--- src/trq_pkg.sv ---
// Transmit retry queue: shared field widths, codes and reset values.
// No dependencies; imported by transmit_retry_queue_top.

package trq_pkg;

    localparam int TAG_W     = 16;
    localparam int TIME_W    = 32;
    localparam int ATT_W     = 5;
    localparam int LIMIT_W   = 4;
    localparam int BACKOFF_W = 16;
    localparam int OCC_W     = 3;
    localparam int CFG_IDX_W = 1;
    localparam int CFG_DAT_W = 16;

    localparam logic [LIMIT_W-1:0]   RETRY_LIMIT_RST = 4'd3;
    localparam logic [BACKOFF_W-1:0] BACKOFF_RST     = 16'd250;

    typedef enum logic [0:0] {
        FUNC_PUSH    = 1'b0,
        FUNC_SERVICE = 1'b1
    } func_t;

    typedef enum logic [CFG_IDX_W-1:0] {
        CFG_RETRY_LIMIT = 1'b0,
        CFG_BACKOFF     = 1'b1
    } cfg_reg_t;

endpackage

--- src/transmit_retry_queue_top.sv ---
// Transmit retry queue top level: ring of frame tags with retry and backoff.
// Depends on trq_pkg for widths, command codes and register reset values.
//
// Usage:
//   Command channel: an item (func, frame_tag, now_ms, send_ok) is taken at a
//   rising edge with start high and busy low. func selects push or service.
//   Result channel: done is high for exactly one cycle with push_accepted,
//   queue_full, attempted, attempt_tag, sent_done, retry_drop and occupancy.
//   The receiver cannot stall; every item gives exactly one result.
//   Config channel: cfg_valid/cfg_ready with cfg_index (0 retry_limit,
//   1 backoff_ms) and cfg_data; cfg_ready is always high. Write only while
//   no item is in flight.
// Timing:
//   An item taken at an edge passes through the input register and the
//   result register to the ports. One item per cycle is sustained: the head
//   entry state and the tag ring update in a single pass from the input
//   register to the result register, and the next item sees the new state.
// Reset:
//   rst_n clears the queue (empty, head and tail at slot 0) and loads
//   retry_limit 3 and backoff_ms 250. busy stays high until the first
//   clock edge after reset is released.

module transmit_retry_queue_top #(
    parameter int QUEUE_DEPTH = 4
) (
    input  logic                                   clk,
    input  logic                                   rst_n,
    input  logic                                   start,
    output logic                                   busy,
    input  trq_pkg::func_t                         func,
    input  logic [trq_pkg::TAG_W-1:0]              frame_tag,
    input  logic [trq_pkg::TIME_W-1:0]             now_ms,
    input  logic                                   send_ok,
    input  logic                                   cfg_valid,
    output logic                                   cfg_ready,
    input  logic [trq_pkg::CFG_IDX_W-1:0]          cfg_index,
    input  logic [trq_pkg::CFG_DAT_W-1:0]          cfg_data,
    output logic                                   done,
    output logic                                   push_accepted,
    output logic                                   queue_full,
    output logic                                   attempted,
    output logic [trq_pkg::TAG_W-1:0]              attempt_tag,
    output logic                                   sent_done,
    output logic                                   retry_drop,
    output logic [trq_pkg::OCC_W-1:0]              occupancy
);

    import trq_pkg::*;

    localparam int IDX_W = (QUEUE_DEPTH > 1) ? $clog2(QUEUE_DEPTH) : 1;
    localparam int CNT_W = $clog2(QUEUE_DEPTH + 1);
    localparam logic [IDX_W-1:0] LAST_IDX = IDX_W'(QUEUE_DEPTH - 1);
    localparam logic [CNT_W-1:0] FULL_CNT = CNT_W'(QUEUE_DEPTH);

    // configuration
    logic [LIMIT_W-1:0]   retry_limit_reg;
    logic [BACKOFF_W-1:0] backoff_reg;

    // input stage
    logic               busy_reg;
    logic               in_valid_reg;
    func_t              func_reg;
    logic [TAG_W-1:0]   tag_reg;
    logic [TIME_W-1:0]  now_reg;
    logic               ok_reg;

    // queue state
    logic [TAG_W-1:0]   tag_mem [QUEUE_DEPTH];
    logic [IDX_W-1:0]   head_reg, head_next;
    logic [IDX_W-1:0]   tail_reg, tail_next;
    logic [CNT_W-1:0]   count_reg, count_next;
    logic [ATT_W-1:0]   head_att_reg, head_att_next;
    logic [TIME_W-1:0]  head_dl_reg, head_dl_next;

    // result stage
    logic               done_reg;
    logic               push_acc_reg;
    logic               full_reg;
    logic               attempted_reg;
    logic [TAG_W-1:0]   att_tag_reg;
    logic               sent_reg;
    logic               drop_reg;

    // single pass decode
    logic               is_push;
    logic               is_full;
    logic               push_ok;
    logic               push_refused;
    logic               svc_att;
    logic [ATT_W-1:0]   att_inc;
    logic               svc_sent;
    logic               svc_drop;
    logic               svc_retry;
    logic               pop;

    function automatic logic [IDX_W-1:0] next_slot(input logic [IDX_W-1:0] idx);
        logic [IDX_W-1:0] nxt;
        if (idx == LAST_IDX)
        begin
            nxt = '0;
        end
        else
        begin
            nxt = idx + IDX_W'(1);
        end
        return nxt;
    endfunction

    assign busy      = busy_reg;
    assign cfg_ready = 1'b1;

    always_ff @(posedge clk or negedge rst_n)
    begin
        if (!rst_n)
        begin
            retry_limit_reg <= RETRY_LIMIT_RST;
            backoff_reg     <= BACKOFF_RST;
        end
        else if (cfg_valid && cfg_ready)
        begin
            case (cfg_index)
                CFG_RETRY_LIMIT: retry_limit_reg <= cfg_data[LIMIT_W-1:0];
                CFG_BACKOFF:     backoff_reg     <= cfg_data[BACKOFF_W-1:0];
                default:         ;
            endcase
        end
    end

    // capture the item
    always_ff @(posedge clk or negedge rst_n)
    begin
        if (!rst_n)
        begin
            busy_reg     <= 1'b1;
            in_valid_reg <= 1'b0;
        end
        else
        begin
            busy_reg     <= 1'b0;
            in_valid_reg <= start && !busy_reg;
        end
    end

    always_ff @(posedge clk)
    begin
        if (start && !busy_reg)
        begin
            func_reg <= func;
            tag_reg  <= frame_tag;
            now_reg  <= now_ms;
            ok_reg   <= send_ok;
        end
    end

    always_comb
    begin
        is_push      = (func_reg == FUNC_PUSH);
        is_full      = (count_reg == FULL_CNT);
        push_ok      = in_valid_reg && is_push && !is_full;
        push_refused = in_valid_reg && is_push && is_full;
        svc_att      = in_valid_reg && !is_push && (count_reg != '0) &&
                       (now_reg >= head_dl_reg);
        att_inc      = head_att_reg + ATT_W'(1);
        svc_sent     = svc_att && ok_reg;
        svc_drop     = svc_att && !ok_reg && (att_inc > ATT_W'(retry_limit_reg));
        svc_retry    = svc_att && !ok_reg && !svc_drop;
        pop          = svc_sent || svc_drop;

        head_next     = head_reg;
        tail_next     = tail_reg;
        count_next    = count_reg;
        head_att_next = head_att_reg;
        head_dl_next  = head_dl_reg;

        if (push_ok)
        begin
            tail_next  = next_slot(tail_reg);
            count_next = count_reg + CNT_W'(1);
        end

        if (pop)
        begin
            head_next     = next_slot(head_reg);
            count_next    = count_reg - CNT_W'(1);
            head_att_next = '0;
            head_dl_next  = '0;
        end
        else if (svc_retry)
        begin
            head_att_next = att_inc;
            head_dl_next  = now_reg + TIME_W'(backoff_reg);
        end
    end

    // advance queue state
    always_ff @(posedge clk or negedge rst_n)
    begin
        if (!rst_n)
        begin
            head_reg     <= '0;
            tail_reg     <= '0;
            count_reg    <= '0;
            head_att_reg <= '0;
            head_dl_reg  <= '0;
        end
        else
        begin
            head_reg     <= head_next;
            tail_reg     <= tail_next;
            count_reg    <= count_next;
            head_att_reg <= head_att_next;
            head_dl_reg  <= head_dl_next;
        end
    end

    // tag ring: write at tail, read at head
    always_ff @(posedge clk)
    begin
        if (push_ok)
        begin
            tag_mem[tail_reg] <= tag_reg;
        end
    end

    always_ff @(posedge clk)
    begin
        if (in_valid_reg)
        begin
            att_tag_reg <= tag_mem[head_reg];
        end
    end

    // result register
    always_ff @(posedge clk or negedge rst_n)
    begin
        if (!rst_n)
        begin
            done_reg <= 1'b0;
        end
        else
        begin
            done_reg <= in_valid_reg;
        end
    end

    always_ff @(posedge clk)
    begin
        if (in_valid_reg)
        begin
            push_acc_reg  <= push_ok;
            full_reg      <= push_refused;
            attempted_reg <= svc_att;
            sent_reg      <= svc_sent;
            drop_reg      <= svc_drop;
        end
    end

    assign done          = done_reg;
    assign push_accepted = push_acc_reg;
    assign queue_full    = full_reg;
    assign attempted     = attempted_reg;
    assign attempt_tag   = attempted_reg ? att_tag_reg : '0;
    assign sent_done     = sent_reg;
    assign retry_drop    = drop_reg;
    assign occupancy     = OCC_W'(count_reg);

`ifndef ASSERT_OFF
    a_result_follows_item: assert property (
        @(posedge clk) disable iff (!rst_n)
        in_valid_reg |=> done_reg
    ) else $error("item in input stage gave no result");

    a_count_bound: assert property (
        @(posedge clk) disable iff (!rst_n)
        count_reg <= FULL_CNT
    ) else $error("entry count exceeds queue depth");

    a_empty_aligned: assert property (
        @(posedge clk) disable iff (!rst_n)
        (count_reg == '0) |-> (head_reg == tail_reg)
    ) else $error("empty queue with head and tail apart");

    a_flags_exclusive: assert property (
        @(posedge clk) disable iff (!rst_n)
        done_reg |-> $onehot0({push_acc_reg, full_reg, attempted_reg})
    ) else $error("more than one outcome flag set");

    a_pop_needs_attempt: assert property (
        @(posedge clk) disable iff (!rst_n)
        (done_reg && (sent_reg || drop_reg)) |-> (attempted_reg && !(sent_reg && drop_reg))
    ) else $error("pop without a single attempt outcome");

    a_push_counts: assert property (
        @(posedge clk) disable iff (!rst_n)
        push_ok |=> (count_reg == $past(count_reg) + CNT_W'(1))
    ) else $error("accepted push did not raise the count");
`endif

endmodule

--- config.mk ---
export PLATFORM = sky130hd
export DESIGN_NAME = transmit_retry_queue_top
export DESIGN_NICKNAME = d
export VERILOG_FILES = /design/src/trq_pkg.sv /design/src/transmit_retry_queue_top.sv
export SDC_FILE = /design/constraint.sdc
export NUM_CORES = 1
export LEC_CHECK = 0
export BUFFER_PORTS_ARGS = -buffer_cell sky130_fd_sc_hd__clkbuf_2
export CORE_MARGIN = 5
export CORE_UTILIZATION = 25
export CTS_CLUSTER_SIZE = 28
export DETAILED_ROUTE_END_ITERATION = 10
export PLACE_DENSITY_LB_ADDON = 0.12
export REMOVE_ABC_BUFFERS = 1
export SLEW_MARGIN = 20
export SYNTH_ARGS = -nofsm -noshare
export SYNTH_HDL_FRONTEND = slang
export SYNTH_SLANG_ARGS = --single-unit
--- constraint.sdc ---
create_clock -name clk -period 3.64 [get_ports clk]
set_input_delay 0.546 -clock clk [delete_from_list [all_inputs] [get_ports clk]]
set_output_delay 0.546 -clock clk [all_outputs]
set_load 0.02 [all_outputs]
==> flow_metrics.env <==
export IMPL_status="complete, no violations"
export IMPL_cts_tree="built"
export IMPL_hold_class="in2async"
export IMPL_postSynthAreaPerCell_um2=13.7
export IMPL_postSynthCellCount=676
export IMPL_post_cts_buffers=0
export IMPL_synth_top_cell_by_area="edfxtp_1"
export IMPL_postLayoutCellArea_um2=11200
export IMPL_finalCoreUtilization_pct=30.5
export IMPL_synth_area_top_cells="edfxtp_1 (44%), dfrtp_1 (16%), ha_1 (7.9%), mux4_2 (3.9%), dfstp_2 (2.5%)"
export IMPL_largest_reg_flops=64
export IMPL_synth_edf_count=135
export IMPL_grt_first_pass_wirelength_um=35400
export IMPL_yosysWarnings=0
export IMPL_hpwlAfterDp_um=15400
export IMPL_fmax_mhz=335
export IMPL_synth_cell_types=64
export IMPL_vias=5647
export IMPL_maxCapViolations=0
export IMPL_place_area_um2=10400
export IMPL_start_util_pct=25.4
export IMPL_ir_drop_v=0.000356
export IMPL_arrival_ps=3440
export IMPL_antenna_left=0
export IMPL_worst_setup_path_start_kind="flop"
export IMPL_grt_setup_unrepaired="no"
export IMPL_power_density_nw_per_um2=619
export IMPL_die_area_um2=41100
export IMPL_critical_path_max_fanout=6
export IMPL_p_leak_nw=4.44
export IMPL_grt_pass1_vias=6041
export IMPL_r2r_end="occupancy[2]"
export IMPL_hold_buffers=0
export IMPL_htreeDepth=1
export IMPL_io_buffers=96
export IMPL_setup_tns_ps=0
export IMPL_syn2layout_area_growth_pct=20.1
export IMPL_slowest_stage="edfxtp_1"
export IMPL_drt_wl_total_um=22400
export IMPL_crit_chain="ha_1, a21oi_1, o21ai_1, a211oi_1, o211ai_1, a21oi_4, nor2_2, xor2_1, ha_1, o41ai_2, xor2_1"
export IMPL_antenna_found_initial=0
export IMPL_finClkSkew_ps=11.3
export IMPL_drc=0
export IMPL_async_flop_share_pct=33.2
export IMPL_grt_max_degree=53
export IMPL_path_class="reg2reg"
export IMPL_die_y_um=203
export IMPL_drive_gt1_share_pct=25.4
export IMPL_period_share_pct=81.9
export IMPL_routedWlPerCell_um=17.5
export IMPL_ys_ff_latch=202
export IMPL_slew_headroom_pct=39.9
export IMPL_routed_via_density=4.42
export IMPL_numClockSinks=202
export IMPL_yosysMostFrequentCell="edfxtp_1"
export IMPL_reg2reg_from="now_reg[23]"
export IMPL_worst_slew_pin_slew_ps=902
export IMPL_clk_latency_ps=530
export IMPL_cts_root_buffer="clkbuf_16"
export IMPL_antennaDiodeCount=0
export IMPL_synth_common_cells="edfxtp_1 (135), ha_1 (59), dfrtp_1 (58)"
export IMPL_grt_use_total_pct=10.9
export IMPL_overflow=0
export IMPL_worst_setup_path_end_kind="flop"
export IMPL_clk_pin_slew_ps=60
export IMPL_synth_top_area_share_pct=43.6
export IMPL_synth_seq_area_share_pct=61.8
export IMPL_slew_viol_final=0
export IMPL_postCtsResizedCells=0
export IMPL_first_pass_iters=4
export IMPL_io_pins=98
export IMPL_clockBufferDepth=3
export IMPL_r2r_slack_ps=660
export IMPL_core_area_um2=36600
export IMPL_setup_viol=0
export IMPL_drtIter0Drc=230
export IMPL_synth_ff_type="edfxtp_1"
export IMPL_cpPeakStageDelay_ps=490
export IMPL_cts_inserted_buffers=25
export IMPL_ff2ff_path_depth=11
export IMPL_rows=70
export IMPL_die_x_um=203
export IMPL_routabilityCongestion=0.723
export IMPL_nNetsFinal=926
export IMPL_critical_path_required_ps=4100
export IMPL_hold_viol=0
export IMPL_synthesis_area_um2=9290
export IMPL_fin_crit_ps=2980
worst max-delay path: cells and delay by family, from the launching register on:
kind | cells | cell delay [ps]
xor gates and xnor gates | 2 | 320
and+or+nand+nor | 1 | 80
DFF | 1 | 490
adders and majority gates | 2 | 580
AOI/OAI and AO/OA | 6 | 1460
metal layers:
metal  up-vias  track usage [%]  wire length, um
met5         -                0                0
met4         0             2.55              467
met3        31             2.20              802
met2        86             17.8            10300
met1      2764             15.2            10800
li1       2766                -                -
final cells by class:
type	count	area (um2)
Fill cell	3704	25500
Sequential cell	202	5740
Multi-Input combinational cell	413	3310
Clock buffer	36	677
Timing Repair Buffer	111	608
Tap cell	468	586
Inverter	42	158
Clock inverter	7	77.6
through the flow:
stage                     power [mW]  setup WS [ps]  hold WS, ps  cells
after floorplan                 4.12          -13.7          250    657
after global placement          4.67            681          465   1236
after detailed placement        4.67            602          469   1236
after CTS                       7.07            586          113   1279
after global routing            7.37            447          145   1279
final                           6.91            658         94.0   1279
cell families after synthesis:
group / count (synthesis) / share of synthesized area (%)
AOI/OAI and AO/OA: 132 / 9.68
xor gates and xnor gates: 25 / 2.36
adders and majority gates: 60 / 8.16
buffers and inverters: 61 / 2.75
DFF: 202 / 61.8
muxes: 38 / 6.53
other: 2 / 0.0808
and+or+nand+nor: 156 / 8.65
how the worst max path moves through the flow:
stage	start	endpoint	slack, ps	depth (start not counted)
final	now_reg[23]	occupancy[2]	660	11
after global routing	now_reg[23]	occupancy[2]	450	11
after CTS	now_reg[23]	occupancy[2]	590	11
after detailed placement	now_reg[23]	occupancy[2]	600	11
after global placement	now_reg[23]	occupancy[2]	680	11
after floorplan	now_reg[23]	occupancy[2]	-10	11
layout by cell type, fill, tap and decap left out, types with 13 or more instances in the layout:
cell type | netlist | routed
edfxtp_1 | 135 | 135
clkbuf_2 | 0 | 95
ha_1 | 59 | 59
dfrtp_1 | 58 | 58
nand2_1 | 52 | 52
inv_1 | 42 | 42
o21ai_0 | 33 | 33
a21oi_1 | 30 | 30
clkbuf_16 | 0 | 25
and2_1 | 24 | 24
nor2_1 | 22 | 22
mux2_2 | 21 | 21
xor2_1 | 17 | 17
mux4_2 | 16 | 16
buf_4 | 2 | 15
a21o_1 | 13 | 13
power breakdown:
| part | total, mW | internal [mW] | switching (mW) |
|---|---|---|---|
| logic | 1.54 | 0.713 | 0.830 |
| registers | 3.04 | 2.81 | 0.235 |
| clock network | 2.32 | 1.36 | 0.958 |
| total | 6.91 | 4.88 | 2.02 |
No activity file was read; power rests on OpenSTA's default activity.
